<file path="src/rtl/core/smt_pkg.sv">
// shared constants and types for the stepper microstep tracker
`timescale 1ns / 1ps

package smt_pkg;

	// angle format: unsigned, 9 integer bits plus a configurable fraction
	localparam int ANGLE_INT_BITS      = 9;
	localparam int ANGLE_FRAC_BITS_DEF = 16;

	// step size and level fields
	localparam int STEP_W     = 24;
	localparam int LEVEL_W    = 4;
	localparam int MODE_W     = 3;
	localparam int MAX_LEVELS = 8;

	// configuration port
	localparam int CFG_IDX_W  = 1;
	localparam int CFG_DATA_W = STEP_W;

	localparam logic [CFG_IDX_W-1:0] CFG_FULL_STEP_SIZE   = 1'b0;
	localparam logic [CFG_IDX_W-1:0] CFG_MICROSTEP_LEVELS = 1'b1;

	localparam logic [STEP_W-1:0]  FULL_STEP_RESET = 24'd117965;
	localparam logic [LEVEL_W-1:0] LEVELS_RESET    = 4'd6;

	// chosen step for one update
	typedef struct packed {
		logic              found;
		logic              dir;
		logic [MODE_W-1:0] mode;
		logic [STEP_W-1:0] size;
	} step_pick_t;

endpackage

</file>
<file path="src/rtl/core/smt_in_if.sv">
// update channel: carries the target angle of one beat
`timescale 1ns / 1ps

interface smt_in_if #(
	parameter int AW = 25
);
	logic          valid;
	logic          ready;
	logic [AW-1:0] target_angle;

	modport source (output valid, output target_angle, input ready);
	modport sink   (input valid, input target_angle, output ready);
endinterface

</file>
<file path="src/rtl/core/smt_out_if.sv">
// step channel: carries the step decision and new position of one beat
`timescale 1ns / 1ps

interface smt_out_if #(
	parameter int AW = 25
);
	logic          valid;
	logic          ready;
	logic          step_pulse;
	logic          direction;
	logic [2:0]    mode;
	logic [AW-1:0] position;

	modport source (output valid, output step_pulse, output direction, output mode,
		output position, input ready);
	modport sink   (input valid, input step_pulse, input direction, input mode,
		input position, output ready);
endinterface

</file>
<file path="src/rtl/core/smt_step_pick.sv">
// shortest angle difference and largest fitting microstep
`timescale 1ns / 1ps

module smt_step_pick import smt_pkg::*; #(
	parameter int FRAC_BITS = ANGLE_FRAC_BITS_DEF
) (
	input  logic [ANGLE_INT_BITS+FRAC_BITS-1:0] target,
	input  logic [ANGLE_INT_BITS+FRAC_BITS-1:0] believed,
	input  logic [STEP_W-1:0]                   full_step,
	input  logic [LEVEL_W-1:0]                  levels,
	output step_pick_t                          pick
);

	localparam int AW = ANGLE_INT_BITS + FRAC_BITS;
	localparam int CW = (AW > STEP_W) ? AW : STEP_W;
	localparam logic [AW-1:0] DEG_360 = AW'(360) << FRAC_BITS;
	localparam logic [AW-1:0] DEG_180 = AW'(180) << FRAC_BITS;

	logic [AW-1:0]         target_w;
	logic signed [AW:0]    sdiff;
	logic [AW:0]           mag_full;
	logic [AW-1:0]         mag;
	logic                  neg;
	logic                  wrap;
	logic [AW-1:0]         gap;
	logic                  dir_raw;
	logic [STEP_W-1:0]     size_m [MAX_LEVELS];
	logic [MAX_LEVELS-1:0] fit;

	// fold target into one turn, then shortest way around
	always_comb begin
		target_w = (target >= DEG_360) ? (target - DEG_360) : target;
		sdiff    = signed'({1'b0, target_w}) - signed'({1'b0, believed});
		neg      = sdiff[AW];
		mag_full = neg ? (~sdiff + 1'b1) : sdiff;
		mag      = mag_full[AW-1:0];
		wrap     = (mag > DEG_180);
		gap      = wrap ? (DEG_360 - mag) : mag;
		dir_raw  = ~neg ^ wrap;
	end

	// every level compared in parallel
	always_comb begin
		for (int m = 0; m < MAX_LEVELS; m++) begin
			size_m[m] = full_step >> m;
			fit[m]    = (LEVEL_W'(m) < levels) && (size_m[m] != '0) &&
				(CW'(size_m[m]) <= CW'(gap));
		end
	end

	// lowest fitting level wins
	always_comb begin
		pick = '0;
		for (int m = MAX_LEVELS - 1; m >= 0; m--) begin
			if (fit[m]) begin
				pick.found = 1'b1;
				pick.mode  = MODE_W'(m);
				pick.size  = size_m[m];
			end
		end
		pick.dir = pick.found & dir_raw;
	end

endmodule

</file>
<file path="src/rtl/core/smt_pos_update.sv">
// believed angle after one step, wrapped into one turn
`timescale 1ns / 1ps

module smt_pos_update import smt_pkg::*; #(
	parameter int FRAC_BITS = ANGLE_FRAC_BITS_DEF
) (
	input  logic [ANGLE_INT_BITS+FRAC_BITS-1:0] believed,
	input  step_pick_t                          pick,
	output logic [ANGLE_INT_BITS+FRAC_BITS-1:0] position
);

	localparam int AW = ANGLE_INT_BITS + FRAC_BITS;
	localparam logic [AW+1:0] DEG_360 = (AW+2)'(360) << FRAC_BITS;

	logic [AW+1:0] base;
	logic [AW+1:0] step;
	logic [AW+1:0] moved;
	logic [AW+1:0] wrapped;

	always_comb begin
		base  = {2'b00, believed};
		// size never exceeds half a turn, so it fits the angle width
		step  = (AW+2)'(pick.size);
		moved = pick.dir ? (base + step) : (base - step);
		if (moved[AW+1]) begin
			wrapped = moved + DEG_360;
		end else if (moved >= DEG_360) begin
			wrapped = moved - DEG_360;
		end else begin
			wrapped = moved;
		end
		position = pick.found ? wrapped[AW-1:0] : believed;
	end

endmodule

</file>
<file path="src/rtl/core/stepper_microstep_tracker_core.sv">
// top level of the stepper microstep tracker
`timescale 1ns / 1ps

// Stepper microstep tracker. Each beat on the target channel brings a wanted
// angle (unsigned, 9 integer bits and FRAC_BITS fraction bits, degrees). The
// block keeps the believed motor angle, takes the shortest signed way to the
// target (going around past 180 degrees when shorter), picks the largest step
// full_step_size >> m, m below microstep_levels, that does not overshoot, and
// returns one beat on the step channel: step_pulse, direction, mode = m and
// the new believed angle wrapped into [0,360). When no size fits, step_pulse,
// direction and mode are 0 and the position is unchanged. Targets at or
// above 360 degrees are folded back by one turn. Rate: one beat per clock
// while the step channel is not stalled. The target is taken into the input
// register, then one pass of difference, level compare and angle update is
// registered into the output register, which holds while the step channel
// stalls. The believed angle is registered with that result and feeds the next
// beat. Write configuration only while idle; register 0 is full_step_size,
// register 1 is microstep_levels.
module stepper_microstep_tracker_core import smt_pkg::*; #(
	parameter int FRAC_BITS = ANGLE_FRAC_BITS_DEF
) (
	input  logic                  clk,
	input  logic                  arst_n,
	input  logic                  cfg_we,
	input  logic [CFG_IDX_W-1:0]  cfg_index,
	input  logic [CFG_DATA_W-1:0] cfg_data,
	smt_in_if.sink                target,
	smt_out_if.source             step
);

	localparam int AW = ANGLE_INT_BITS + FRAC_BITS;

	// configuration registers
	logic [STEP_W-1:0]  full_step_q;
	logic [LEVEL_W-1:0] levels_q;

	// input stage
	logic          valid_s1;
	logic [AW-1:0] target_s1;

	// tracked angle
	logic [AW-1:0] believed_q;

	// output register
	logic              out_valid_q;
	logic              pulse_q;
	logic              dir_q;
	logic [MODE_W-1:0] mode_q;
	logic [AW-1:0]     pos_q;

	logic          advance;
	logic          take;
	step_pick_t    pick;
	logic [AW-1:0] next_pos;

	// output register frees when empty or its beat is taken
	assign advance      = ~out_valid_q | step.ready;
	assign target.ready = ~valid_s1 | advance;
	assign take         = target.valid & target.ready;

	// config writes; the user must write only while idle, the block does not enforce it
	always_ff @(posedge clk or negedge arst_n) begin
		if (!arst_n) begin
			full_step_q <= FULL_STEP_RESET;
			levels_q    <= LEVELS_RESET;
		end else if (cfg_we) begin
			unique case (cfg_index)
				CFG_FULL_STEP_SIZE:   full_step_q <= cfg_data[STEP_W-1:0];
				CFG_MICROSTEP_LEVELS: levels_q    <= cfg_data[LEVEL_W-1:0];
				default:              ;
			endcase
		end
	end

	// input stage control
	always_ff @(posedge clk or negedge arst_n) begin
		if (!arst_n) begin
			valid_s1 <= 1'b0;
		end else if (target.ready) begin
			valid_s1 <= target.valid;
		end
	end

	// input stage payload
	always_ff @(posedge clk) begin
		if (take) begin
			target_s1 <= target.target_angle;
		end
	end

	smt_step_pick #(
		.FRAC_BITS (FRAC_BITS)
	) u_pick (
		.target    (target_s1),
		.believed  (believed_q),
		.full_step (full_step_q),
		.levels    (levels_q),
		.pick      (pick)
	);

	smt_pos_update #(
		.FRAC_BITS (FRAC_BITS)
	) u_pos (
		.believed (believed_q),
		.pick     (pick),
		.position (next_pos)
	);

	// believed angle and output valid move together with the result
	always_ff @(posedge clk or negedge arst_n) begin
		if (!arst_n) begin
			believed_q  <= '0;
			out_valid_q <= 1'b0;
		end else if (advance) begin
			out_valid_q <= valid_s1;
			if (valid_s1) begin
				believed_q <= next_pos;
			end
		end
	end

	// result payload
	always_ff @(posedge clk) begin
		if (advance && valid_s1) begin
			pulse_q <= pick.found;
			dir_q   <= pick.dir;
			mode_q  <= pick.mode;
			pos_q   <= next_pos;
		end
	end

	assign step.valid      = out_valid_q;
	assign step.step_pulse = pulse_q;
	assign step.direction  = dir_q;
	assign step.mode       = mode_q;
	assign step.position   = pos_q;

`ifndef NO_ASSERTIONS
	// a shown position is always the tracked angle
	a_pos_tracks: assert property (@(posedge clk) disable iff (!arst_n)
		out_valid_q |-> (pos_q == believed_q))
		else $error("shown position differs from tracked angle");

	// no step means no direction and no mode
	a_idle_fields: assert property (@(posedge clk) disable iff (!arst_n)
		(out_valid_q && !pulse_q) |-> (!dir_q && (mode_q == '0)))
		else $error("direction or mode set without a step");

	// tracked angle stays inside one turn
	a_pos_range: assert property (@(posedge clk) disable iff (!arst_n)
		1'b1 |-> (believed_q < (AW'(360) << FRAC_BITS)))
		else $error("tracked angle out of range");

	// a stalled output freezes the tracked angle
	a_stall_hold: assert property (@(posedge clk) disable iff (!arst_n)
		(out_valid_q && !step.ready) |=> $stable(believed_q))
		else $error("tracked angle moved while output stalled");
`endif

endmodule

</file>
<file path="src/flat_wrapper.sv">
// flat-port wrapper written by rule: the top's interface ports become plain ports
module stepper_microstep_tracker_core_flat import smt_pkg::*;
#(
	parameter int FRAC_BITS = ANGLE_FRAC_BITS_DEF
)
  (clk, arst_n, cfg_we, cfg_index, cfg_data, target_valid, target_target_angle, target_ready, step_valid, step_step_pulse, step_direction, step_mode, step_position, step_ready);
  smt_in_if #(.AW((ANGLE_INT_BITS + (ANGLE_FRAC_BITS_DEF)))) target_i ();
  smt_out_if #(.AW((ANGLE_INT_BITS + (ANGLE_FRAC_BITS_DEF)))) step_i ();
  input  logic clk;
  input  logic arst_n;
  input  logic cfg_we;
  input  logic [CFG_IDX_W-1:0] cfg_index;
  input  logic [CFG_DATA_W-1:0] cfg_data;
  input wire logic [$bits(target_i.valid)-1:0] target_valid;
  input wire logic [$bits(target_i.target_angle)-1:0] target_target_angle;
  output wire logic [$bits(target_i.ready)-1:0] target_ready;
  output wire logic [$bits(step_i.valid)-1:0] step_valid;
  output wire logic [$bits(step_i.step_pulse)-1:0] step_step_pulse;
  output wire logic [$bits(step_i.direction)-1:0] step_direction;
  output wire logic [$bits(step_i.mode)-1:0] step_mode;
  output wire logic [$bits(step_i.position)-1:0] step_position;
  input wire logic [$bits(step_i.ready)-1:0] step_ready;
  assign target_i.valid = target_valid;
  assign target_i.target_angle = target_target_angle;
  assign target_ready = target_i.ready;
  assign step_valid = step_i.valid;
  assign step_step_pulse = step_i.step_pulse;
  assign step_direction = step_i.direction;
  assign step_mode = step_i.mode;
  assign step_position = step_i.position;
  assign step_i.ready = step_ready;
  stepper_microstep_tracker_core #(.FRAC_BITS(FRAC_BITS)) u_core (.clk(clk), .arst_n(arst_n), .cfg_we(cfg_we), .cfg_index(cfg_index), .cfg_data(cfg_data), .target(target_i), .step(step_i));
endmodule
</file>
<file path="config.mk">
export PLATFORM = sky130hd
export DESIGN_NAME = stepper_microstep_tracker_core_flat
export DESIGN_NICKNAME = d
export VERILOG_FILES = /design/src/rtl/core/smt_pkg.sv /design/src/rtl/core/smt_in_if.sv /design/src/rtl/core/smt_out_if.sv /design/src/rtl/core/smt_step_pick.sv /design/src/rtl/core/smt_pos_update.sv /design/src/rtl/core/stepper_microstep_tracker_core.sv /design/src/flat_wrapper.sv
export SDC_FILE = /design/constraint.sdc
export NUM_CORES = 1
export LEC_CHECK = 0
export ABC_CLOCK_PERIOD_IN_PS = 13700
export BUFFER_PORTS_ARGS = -buffer_cell sky130_fd_sc_hd__buf_2
export CAP_MARGIN = 20
export CORE_ASPECT_RATIO = 0.75
export CORE_MARGIN = 3
export CORE_UTILIZATION = 40
export DETAILED_ROUTE_END_ITERATION = 12
export PLACE_DENSITY = 0.55
export SETUP_SLACK_MARGIN = 0.5
export SLEW_MARGIN = 40
export SYNTH_ARGS = -nofsm -noshare
export SYNTH_HDL_FRONTEND = slang
export SYNTH_SLANG_ARGS = --single-unit
export TNS_END_PERCENT = 100
</file>
<file path="constraint.sdc">
create_clock -name clk -period 13.7 [get_ports clk]
set_input_delay 1.37 -clock clk [delete_from_list [all_inputs] [get_ports clk]]
set_output_delay 1.37 -clock clk [all_outputs]
set_load 0.05 [all_outputs]
</file>
# == After elaboration in Yosys (flattened, before gate mapping) ==
# Index checks and enable logic that the tools add are counted.
# totals
elab_cells,102
register_bits,110
output_inout_bits,32
in_bits,55
# classes
addsub,8
mux,23
reduce_logical,30
magnitude_cmp,19
bitwise,10
# op_table
operator,count
nonzero test 24 bit,8
2-to-1 mux 25 bit,7
2-to-1 mux 27 bit,5
2-to-1 mux 26 bit,2
subtractor 25 bit (second input constant),2
greater-or-equal comparator 27 x 25 -> 1 bit (second input constant),1
adder 25 x 24 -> 26 bit,1
subtractor 25 x 24 -> 26 bit,1
subtractor 25 x 25 -> 26 bit,1
adder 25 x 1 -> 25 bit (second input constant),1
adder 25 bit (second input constant),1
greater-or-equal comparator 25 bit (second input constant),1
> comparator 25 x 24 -> 1 bit (second input constant),1
less-or-equal comparator 17 x 25 -> 1 bit,1
less-or-equal comparator 18 x 25 -> 1 bit,1
less-or-equal comparator 19 x 25 -> 1 bit,1
less-or-equal comparator 20 x 25 -> 1 bit,1
less-or-equal comparator 21 x 25 -> 1 bit,1
less-or-equal comparator 22 x 25 -> 1 bit,1
less-or-equal comparator 23 x 25 -> 1 bit,1
less-or-equal comparator 24 x 25 -> 1 bit,1
inverter 25 bit,1
subtractor 25 bit (first input constant),1
2-to-1 mux 24 bit,1
12 further kinds,47

# == Depth between registers and ports, before layout ==
# Gate-level depths: netlist of the first run.
# depth
depth_word,24
ltp_mapped,76
depth_no_buf,71

# == Modules after synthesis ==
# A second synthesis of the first run with hierarchy kept.
# unflattened
cells_unflattened,2104
hier_area_um2,17143.9
# modules_own_cells
mod,cells_each,n_inst,area_each_um2,seq_area_each_um2
smt_step_pick,1399,1,9840.7,0.0
stepper_microstep_tracker_core,177,1,3915.0,3042.9
smt_pos_update,528,1,3388.2,0.0

# == Worst setup path after synthesis of the first run ==
# OpenSTA, ideal clock, no wires.
# synth_timing
kind,reg-to-reg
from,register u_core.target_s1[1]
to,"register u_core.pos_q[24], in the netlist u_core.step.position[24] (data pin)"
stages_incl_launch_ff,76
n_path_buf,5
synth_period_minus_slack_ps,14804
path_slack_ps,-1104
t_arrival_ps,14624
setup_time_ps,180
required_time_ps,13520
path_cell_list,edfxtp_1 or4_1 or4_1 nor2_1 o31ai_1 nor2_1 xor2_1 ha_1 clkbuf_1 a21o_1 a21o_1 a221oi_1 nand2_1 clkbuf_1 mux2i_1 ha_1 nand4_1 nor4b_2 [40 not listed] o21bai_1 a21oi_1 o211ai_1 a21oi_1 o21bai_1 a221oi_1 a221o_1 o41ai_1 nor2_1 a211oi_1 nand2b_1 o211ai_1 xnor2_1 nor4bb_1 nand4_1 o21ai_2 mux2_2 a221oi_1
# synth_via
elab_chain_len,24
elab_cells_between_ends,54
classes_between,add/sub: 8; order compare: 11; mux: 23; bitwise: 4; reduce/logical: 8
# synth_lines
item,line_no,rtl
"start, declared",stepper_microstep_tracker_core.sv:39,logic [AW-1:0] target_s1;
"start signal, assigned",stepper_microstep_tracker_core.sv:87,target_s1 <= target.target_angle;
subtractor 25 bit / greater-or-equal comparator 25 bit (equally long branches),smt_step_pick.sv:32,target_w = (target >= DEG_360) ? (target - DEG_360) : target;
2-to-1 mux 25 bit *,smt_step_pick.sv:32,
subtractor 25 x 25 -> 26 bit *,smt_step_pick.sv:33,"sdiff = signed'({1'b0, target_w}) - signed'({1'b0, believed});"
inverter 25 bit,smt_step_pick.sv:35,mag_full = neg ? (~sdiff + 1'b1) : sdiff;
adder 25 x 1 -> 25 bit,smt_step_pick.sv:35,
2-to-1 mux 25 bit,smt_step_pick.sv:35,
subtractor 25 bit / > comparator 25 x 24 -> 1 bit (equally long branches),"smt_step_pick.sv:38, smt_step_pick.sv:37",
2-to-1 mux 25 bit,smt_step_pick.sv:38,gap = wrap ? (DEG_360 - mag) : mag;
[9 not listed],n/a,
2-to-1 mux 24 bit / 2-to-1 mux 1 bit (equally long branches),smt_step_pick.sv:55,if (fit[m]) begin
subtractor 25 x 24 -> 26 bit (tied with other cells),smt_pos_update.sv:24,moved = pick.dir ? (base + step) : (base - step);
2-to-1 mux 27 bit,smt_pos_update.sv:24,
subtractor 25 bit / greater-or-equal comparator 27 x 25 -> 1 bit (equally long branches),"smt_pos_update.sv:28, smt_pos_update.sv:27",
2-to-1 mux 25 bit,smt_pos_update.sv:27,end else if (moved >= DEG_360) begin
2-to-1 mux 25 bit,smt_pos_update.sv:25,if (moved[AW+1]) begin
2-to-1 mux 25 bit *,smt_pos_update.sv:32,position = pick.found ? wrapped[AW-1:0] : believed;
named net u_core.next_pos[24],stepper_microstep_tracker_core.sv:54,logic [AW-1:0] next_pos;
"end signal, assigned",stepper_microstep_tracker_core.sv:128,pos_q <= next_pos;
"end, declared",stepper_microstep_tracker_core.sv:49,logic [AW-1:0] pos_q;
# Mark *: on every way through the listed nets, which the timed path passes. The rest lies on a longest branch.
# A chain may end at the register's enable or synchronous reset.

# == Worst setup path after layout of the first run ==
# Ends and elaborated chain as after synthesis.

==> results of run 1 <==
[sequential cells by signal (all words and copies together) (netlist names)]
register,cells
u_core.step.valid,1
u_core.full_step_q,24
u_core.believed_q,25
u_core.step.step_pulse,1
u_core.step.direction,1
u_core.valid_s1,1
u_core.step.position,25
u_core.target_s1,25
u_core.step.mode,3
u_core.levels_q,4
[final timing paths]
path,start,endpoint,slack (ps),cells past startpoint
setup / recovery,u_core.target_s1[1]$_DFFE_PP_,u_core.step.position[24]$_DFFE_PP_,70,67
hold / removal,u_core.valid_s1$_DFFE_PN0N_,u_core.step.valid$_DFFE_PN0P_,510,1
setup reg to reg,u_core.target_s1[1]$_DFFE_PP_,u_core.step.position[24]$_DFFE_PP_,70,67
hold reg to reg,u_core.valid_s1$_DFFE_PN0N_,u_core.step.valid$_DFFE_PN0P_,510,1
max in group asynchronous,arst_n,u_core.levels_q[3]$_DFFE_PN0P_,12200,2
min in group asynchronous,arst_n,u_core.believed_q[15]$_DFFE_PN0P_,1030,2
[kinds of logic (layout without fill, tap and decap cells)]
kind of cell             Yosys count  after routing  share of synthesized area, %
other                              0              1                             0
multiplexers                      61             61                         3.994
AO/OA/AOI/OAI                    654            654                         27.12
XOR/XNOR                         101            101                         5.879
buffers and inverters            203            423                         4.886
AND/OR/NAND/NOR                  660            660                         21.28
flip-flops                       110            110                         18.71
adder cells (fa/ha/maj)          235            235                         18.13
[final cells by class]
| class | instances | area [um^2] |
|---|---|---|
| Fill cell | 3828 | 20250 |
| Multi-Input combinational cell | 1711 | 13060 |
| Sequential cell | 110 | 3043 |
| Timing Repair Buffer | 301 | 2095 |
| Tap cell | 520 | 650.6 |
| Inverter | 106 | 397.9 |
| Clock buffer | 9 | 225.2 |
| Clock inverter | 7 | 77.57 |
| Antenna cell | 1 | 2.502 |
[per-stage QoR]
| stage | hold slack [ps] | util (%) | instances |
|---|---|---|---|
| 6_report | 507.5 | 49.12 | 2765 |
| 5_1_grt | 525.2 | 49.12 | 2765 |
| 4_1_cts | 507.2 | 47.90 | 2743 |
| 3_5_place_dp | 484.9 | 46.05 | 2694 |
| 3_3_place_gp | 472.5 | 45.98 | 2693 |
| 2_1_floorplan | 457.2 | - | 2024 |
[placed cells by master (no fill, tap or decap), types with 16 or more instances in the layout]
| cell type | Yosys | final |
|---|---|---|
| mux2i_1 | 30 | 28 |
| xnor2_1 | 69 | 63 |
| o21bai_1 | 18 | 17 |
| xor2_1 | 25 | 24 |
| nand3_1 | 36 | 35 |
| nor2b_1 | 35 | 33 |
| buf_2 | 14 | 86 |
| a21o_1 | 57 | 57 |
| a31oi_1 | 21 | 18 |
| inv_1 | 101 | 99 |
| nor2_1 | 142 | 134 |
| nand4_1 | 45 | 45 |
| nand2b_1 | 44 | 43 |
| nor3_1 | 43 | 39 |
| and2_1 | 20 | 16 |
| and3_1 | 17 | 16 |
| o21ai_0 | 140 | 118 |
| buf_4 | 2 | 206 |
| mux2_2 | 28 | 25 |
| edfxtp_1 | 55 | 55 |
| a211oi_1 | 25 | 22 |
| ha_1 | 226 | 220 |
| nor4_1 | 27 | 26 |
| o21ai_1 | 11 | 29 |
| o211ai_1 | 54 | 54 |
| nand2_1 | 166 | 162 |
| a21oi_1 | 147 | 137 |
| dfrtp_1 | 43 | 43 |
[worst register-to-register path: cells and delay by family, from the launching register on]
kind | cells | cell delay [ps]
compound gates | 34 | 6720
simple gates | 13 | 2730
buf+inv | 11 | 1390
fa+ha+maj | 4 | 1180
xor+xnor | 3 | 620
flops | 1 | 400
mux | 2 | 400
[metal layers]
metal,part of all wire [%],wire length (um),global-route usage [%],up-vias
li1,-,-,-,8084
met1,47,29140,41.50,8127
met2,41,25550,40.42,674
met3,9.4,5799,7.329,72
met4,2.4,1479,7.445,0
met5,0,0,0,-
[timing repair]
| action | in CTS | in global routing |
|---|---|---|
| setup buffers | 33 | 21 |
| setup endpoints to repair | 12 | 16 |
| resized for setup | 43 | 70 |
| gates cloned | 0 | 0 |
| pin swaps | 47 | 63 |
==> flow_metrics.tcl, run 1 <==
set metrics [dict create \
    cts_tree "built" \
    grt_usage_pct 28.18 \
    gr-total-overflow 0 \
    dr.first_iter.drc_count 1632 \
    tns_ps 0 \
    dp_hpwl_um 48660 \
    crit_fanout 7 \
    placed_area_um2 18330 \
    grt_pass1_wl_um 94700 \
    vias_per_cell 6.133 \
    die_area_um2 43130 \
    insertion_delay_ps 400 \
    root_buffer "clkbuf_16" \
    syn_area_um2 16260 \
    hold_viol 0 \
    vias 16957 \
    syn_nets 2308 \
    drv_slew 0 \
    finalCritPeriodShare_pct 99.51 \
    htree_levels 3 \
    cts_hold_buffers 0 \
    grt_max_degree 61 \
    fmax_mhz 73.35 \
    clkSinkCount 110 \
    rows 63 \
    wire_per_inst_um 22.41 \
    die_y_um 180.6 \
    startpoint_type "flip-flop" \
    synth-edff-count 55 \
    syn_inst 2024 \
    io_buffers 86 \
    timing_worst_setup_path_type "flip-flop to flip-flop" \
    grt_setup_unrepaired "yes" \
    cp_top_family "compound AO/OA/AOI/OAI gates" \
    yosys_warnings 0 \
    core_area_um2 39810 \
    ys_seq_elements 110 \
    drt-pass1-iter-count 7 \
    path_clk_slew_ps 90 \
    fin_nets 2523 \
    status "completed" \
    first_global_vias 16064 \
    critPathSlowestCell "or4_1" \
    worst_ep_required_time_ps 13930 \
    drv_cap 0 \
    synth_cell_types 106 \
    syn_to_final_growth_pct 20.25 \
    path_common_cell "buf_4" \
    ant_nets 0 \
    synthArstFlopShare_pct 50.00 \
    slowest_delay_ps 510 \
    pin_count 87 \
    setup_ws_ps 67.48 \
    avgSynthCellArea_um2 8.034 \
    wl_um 61970 \
    yosysTopAreaCellShare_pct 17.39 \
    synth_area_leaders "ha_1, edfxtp_1, dfrtp_1" \
    synth.most_common_cell "ha_1" \
    fin_worst_skew_ps 16.09 \
    ys.flop_type "edfxtp_1" \
    final_cell_area_um2 19550 \
    start_util_pct 40.85 \
    slew_headroom_pct 39.83 \
    drive_gt1_share_pct 22.37 \
    path_buf_inv 11 \
    period_needed_ps 13630 \
    critPathArrivalTime_ps 13870 \
    gp_congestion 0.9891 \
    die_w_um 238.8 \
    hold_path_class "flip-flop to flip-flop" \
    worst_slew_pin_slew_ps 902.5 \
    synth-seq-area-share_pct 18.71 \
    grt_antenna_before_repair 1 \
    clockBufferDepth 2 \
    synthTopCellsByCount "ha_1, nand2_1, a21oi_1, nor2_1, o21ai_0" \
    drc 0 \
    setup_viol_count_final 0 \
    post-place-ws_ps -133.7 \
    numCtsBuffers 9 \
    end_kind "flip-flop" \
    netlist.top_cell.by_area "ha_1" \
]
Power of run 1 is left out: the tool's default activity adds up to more than one toggle a clock period on the data nets, which glitch-free logic cannot reach.
==> inputs of run 2 (changes only) <==
- BUFFER_PORTS_ARGS: -buffer_cell sky130_fd_sc_hd__buf_2 -> default
- CELL_PAD_IN_SITES_DETAIL_PLACEMENT: default -> 1
- CELL_PAD_IN_SITES_GLOBAL_PLACEMENT: default -> 1
- DONT_BUFFER_PORTS: default -> 1
- PLACE_DENSITY: 0.55 -> default
- PLACE_DENSITY_LB_ADDON: default -> 0.1
==> run 2 against run 1 <==
Effect of this change:
- via count about the same
- die area unchanged
- register-to-register slack gained 50 ps
- core utilization decreased by 1.1 points
- critical path depth shrank 2
- non-clock buffer count fell by 117
- first-iteration DRC count fell by 17%
- maximum frequency is 0.40% higher
- clock-buffer cell count rose by 1
- final cell count down 4.3%
- flip-flop and latch count stayed put
- final area decreased by 2.3%
- largest cell class unchanged
- highest routed layer is now met5
==> flow_metrics.tcl, run 2 (same netlist as run 1, synthesis figures left out) <==
set metrics [dict create \
    status "completed" \
    die_y_um 180.6 \
    syn_to_final_growth_pct 17.47 \
    regArea_um2 3045 \
    gp_congestion 0.9305 \
    period_needed_ps 13580 \
    drt-pass1-iter-count 5 \
    insertion_delay_ps 390 \
    crit_fanout 7 \
    placed_area_um2 17630 \
    final_cell_mix "ha_1, buf_4, nand2_1" \
    startpoint_type "flip-flop" \
    drv_slew 0 \
    clkSinkCount 110 \
    clockBufferDepth 2 \
    wl_um 67130 \
    r2r_slack_ps 120 \
    hold_viol 0 \
    start_util_pct 40.85 \
    worst_ep_required_time_ps 13910 \
    timing_worst_setup_path_type "flip-flop to flip-flop" \
    io_buffers 0 \
    dp_cells 2573 \
    path_common_cell "a21o_1" \
    worst_slew_pin_slew_ps 795.6 \
    grt_max_degree 61 \
    grt_setup_unrepaired "yes" \
    die_w_um 238.8 \
    final_cell_area_um2 19100 \
    critPathSlowestCell "or4_4" \
    hold_path_class "flip-flop to flip-flop" \
    dp_hpwl_um 51470 \
    die_area_um2 43130 \
    setup_viol_count_final 0 \
    fmax_mhz 73.64 \
    ant_nets 0 \
    wire_per_inst_um 25.36 \
    numCtsBuffers 9 \
    holdPathStages 1 \
    grt_antenna_before_repair 3 \
    rows 63 \
    slowest_delay_ps 570 \
    final_common_cell "ha_1" \
    fin_worst_skew_ps 11.85 \
    grt_pass1_wl_um 102100 \
    drive_gt1_share_pct 19.65 \
    fillers 4697 \
    path_buf_inv 1 \
    critPathArrivalTime_ps 13790 \
    pin_count 87 \
    cp.depth 65 \
    gr-total-overflow 0 \
    drc 0 \
    cts_hold_buffers 0 \
    finalCritPeriodShare_pct 99.12 \
    cp_top_family "compound AO/OA/AOI/OAI gates" \
    fin_nets 2406 \
    grt_usage_pct 30.37 \
    final_cells 2647 \
    path_clk_slew_ps 80 \
    cts_tree "built" \
    root_buffer "clkbuf_16" \
    core_area_um2 39810 \
    first_global_vias 16825 \
    reg2reg_depth 65 \
    drv_cap 0 \
    end_kind "flip-flop" \
    htree_levels 3 \
    vias_per_cell 6.412 \
    dr.first_iter.drc_count 1355 \
    multi_input_area_um2 13260 \
    vias 16972 \
    slew_headroom_pct 46.12 \
    antennaDiodeCount 0 \
]
## run 2: path summary, 6_finish.rpt
kind                                               start                                  to
hold / removal               u_core.valid_s1$_DFFE_PN0N_       u_core.step.valid$_DFFE_PN0P_
hold reg to reg              u_core.valid_s1$_DFFE_PN0N_       u_core.step.valid$_DFFE_PN0P_
setup / recovery           u_core.target_s1[3]$_DFFE_PP_  u_core.step.position[24]$_DFFE_PP_
max in group asynchronous                         arst_n      u_core.levels_q[2]$_DFFE_PN1P_
min in group asynchronous                         arst_n   u_core.believed_q[22]$_DFFE_PN0P_
setup reg to reg           u_core.target_s1[3]$_DFFE_PP_  u_core.step.position[24]$_DFFE_PP_
## run 2: metrics by stage
stage / setup TNS, ps / worst slack (ps) / hold slack (ps) / utilization (%)
floorplan: 0 / 500.8 / 457.2 / -
global placement: 0 / 38.23 / 471.6 / 44.27
detailed placement: -3423 / -456.4 / 492.6 / 44.30
CTS: 0 / 343.9 / 510.1 / 46.38
global route: -6557 / -689.8 / 542.2 / 47.98
finish: 0 / 121.1 / 506.9 / 47.98
## run 2: layout make-up
type	instances	share of cell area (%)
clock buffer	10	1.251
clock inverter	6	0.4782
inverter	106	2.083
multi-input combinational	1711	69.44
sequential	110	15.94
tap	520	3.406
timing repair buffer	184	7.396
## run 2: layer usage
layer,part of all wire [%],vias up,routed length (um),track usage [%]
li1,-,7825,-,-
met1,47,8525,31640,43.93
met2,44,523,29220,46.39
met3,7.2,93,4862,6.242
met4,2.0,6,1360,6.768
met5,0.061,-,41,0
## run 2: what timing repair did
item	CTS	global route
buffers inserted	31	27
hold endpoints to repair	0	0
pin swaps	79	55
gates resized for setup	57	86
endpoints found under the setup margin	12	19
Power of run 2 is left out for the same reason.
==> inputs of run 3 (changes only) <==
- ABC_AREA: default -> 1
==> run 3 against run 2 <==
Effect of this change:
- non-clock buffer count shrank 140
- register-to-register slack gained 1200 ps
- worst setup slack improved by 1200 ps
- global-route usage shrank 1.8 points
- die area decreased by 0.69%
- synthesized cell count rose by 22%
- synthesized area fell by 0.72%
- critical path depth is 15 higher
- sequential share of layout area increased by 1.6 points
- flip-flop and latch count unchanged
- clock skew rose by 5.9 ps
- worst hold slack improved by 8.1 ps
- highest routed layer unchanged
==> flow_metrics.tcl, run 3 <==
set metrics [dict create \
    status "completed" \
    vias_per_cell 5.727 \
    wire_per_inst_um 20.85 \
    dp_hpwl_um 49330 \
    grt_usage_pct 28.56 \
    hold_viol 0 \
    start_util_pct 40.72 \
    timing_worst_setup_path_type "flip-flop to flip-flop" \
    synth-seq-area-share_pct 18.85 \
    gp_congestion 0.9336 \
    drt-pass1-iter-count 5 \
    clockBufferDepth 2 \
    rows 63 \
    netlist.top_cell.by_area "ha_1" \
    die_w_um 238.0 \
    die_y_um 180.0 \
    core_area_um2 39650 \
    syn_nets 2744 \
    gr-total-overflow 0 \
    critPathArrivalTime_ps 12490 \
    fmax_mhz 80.81 \
    critPathSlowestCell "or4_4" \
    post-place-ws_ps 341.9 \
    ant_nets 0 \
    syn_area_um2 16140 \
    cts_tree "built" \
    grt_pass1_wl_um 97120 \
    ys.flop_type "edfxtp_1" \
    pin_count 87 \
    period_needed_ps 12380 \
    die_area_um2 42830 \
    hold_path_class "flip-flop to flip-flop" \
    grt_max_degree 64 \
    insertion_delay_ps 390 \
    grt_antenna_before_repair 4 \
    drive_gt1_share_pct 8.411 \
    slowest_delay_ps 560 \
    synthTopCellsByCount "nand2_1, inv_1, ha_1, a21oi_1, nor2_1" \
    final_common_cell "nand2_1" \
    final_cell_mix "nand2_1, inv_1, ha_1" \
    crit_fanout 11 \
    drv_slew 0 \
    syn_to_final_growth_pct 7.347 \
    synthArstFlopShare_pct 50.00 \
    root_buffer "clkbuf_16" \
    yosysTopAreaCellShare_pct 17.52 \
    avgSynthCellArea_um2 6.563 \
    setup_viol_count_final 0 \
    synth_area_leaders "ha_1, nand2_1, edfxtp_1" \
    worst_ep_required_time_ps 13810 \
    path_common_cell "nand2_1" \
    path_clk_slew_ps 80 \
    clkSinkCount 110 \
    ys_seq_elements 110 \
    first_global_vias 17217 \
    setup_ws_ps 1325 \
    io_buffers 0 \
    timing.hold.ws_ps 515.0 \
    htree_levels 3 \
    grt_setup_unrepaired "no" \
    fillers 5241 \
    syn_inst 2460 \
    vias 17077 \
    tns_ps 0 \
    dr.first_iter.drc_count 1161 \
    synth.most_common_cell "nand2_1" \
    slew_headroom_pct 39.86 \
    regArea_um2 3043 \
    drv_cap 0 \
    finalCritPeriodShare_pct 90.33 \
    startpoint_type "flip-flop" \
    yosys_warnings 0 \
    fin_worst_skew_ps 17.77 \
    numCtsBuffers 9 \
    drc 0 \
    fin_nets 2740 \
    r2r_slack_ps 1320 \
    synth_cell_types 63 \
    multi_input_area_um2 11630 \
    worst_slew_pin_slew_ps 902.1 \
    wl_um 62180 \
    end_kind "flip-flop" \
    synth-edff-count 55 \
]
-- run 3: cell count changes in the layout (fill, tap and decap cells not counted), sizes merged, moves of 34 or more --
cell,before,now
xnor2,73,11
nand3,36,176
buf,184,44
a21o,57,2
inv,107,361
a21oi,147,181
nor2b,35,0
nand2,166,662
nand2b,44,0
nor2,144,194
o211ai,54,19
xor2,25,65
-- run 3: layer usage --
metal,GRT usage [%],share of wire (%)
met5,0,0.051
met3,6.994,7.0
met1,40.00,48
met4,7.227,2.1
met2,44.05,43
-- run 3: logic make-up after synthesis --
logic type	count (synthesis)	synth area share [%]
AND/OR/NAND/NOR	1160	31.68
flip-flops	110	18.85
buffers and inverters	429	10.40
adder cells (fa/ha/maj)	229	17.89
XOR/XNOR	76	4.379
AO/OA/AOI/OAI	456	16.80
-- run 3: area by class of cell --
type	count	area share, %
multi-input cells	1923	67.13
flip-flops and latches	110	17.56
inverters	368	8.014
well taps	520	3.754
repair buffers	44	1.906
clock buffers	10	1.321
clock inverters	6	0.3032
diodes	1	0.01444
-- run 3: repair_timing --
item	in CTS	in global routing
pin swaps	0	16
hold buffers	0	0
endpoints found under the setup margin	12	12
cloned	0	2
setup buffers	0	8
resized for setup	3	45
-- run 3: path summary, 6_finish.rpt --
kind / startpoint / endpoint / cells after the start
setup / recovery: u_core.target_s1[12]$_DFFE_PP_ / u_core.step.position[19]$_DFFE_PP_ / 80
max in group asynchronous: arst_n / u_core.full_step_q[14]$_DFFE_PN1P_ / 0
setup reg to reg: u_core.target_s1[12]$_DFFE_PP_ / u_core.step.position[19]$_DFFE_PP_ / 80
hold / removal: u_core.levels_q[1]$_DFFE_PN1P_ / u_core.levels_q[1]$_DFFE_PN1P_ / 2
min in group asynchronous: arst_n / u_core.believed_q[18]$_DFFE_PN0P_ / 0
hold reg to reg: u_core.levels_q[1]$_DFFE_PN1P_ / u_core.levels_q[1]$_DFFE_PN1P_ / 2
-- run 3: metrics by stage --
step | utilization, % | cells | area (um^2)
after floorplan | - | 2460 | 16140
after global placement | 42.31 | 2955 | 16770
after detailed placement | 42.31 | 2955 | 16770
after CTS | 43.06 | 2971 | 17070
after global routing | 43.70 | 2981 | 17330
final | 43.71 | 2982 | 17330
-- run 3: critical path: cells and delay by family, from the launching register on --
kind,cells,cell delay [ps]
buf+inv,8,840
simple gates,44,5720
flops,1,400
compound gates,20,3080
xor+xnor,3,470
fa+ha+maj,5,1560
Power of run 3 is left out for the same reason.
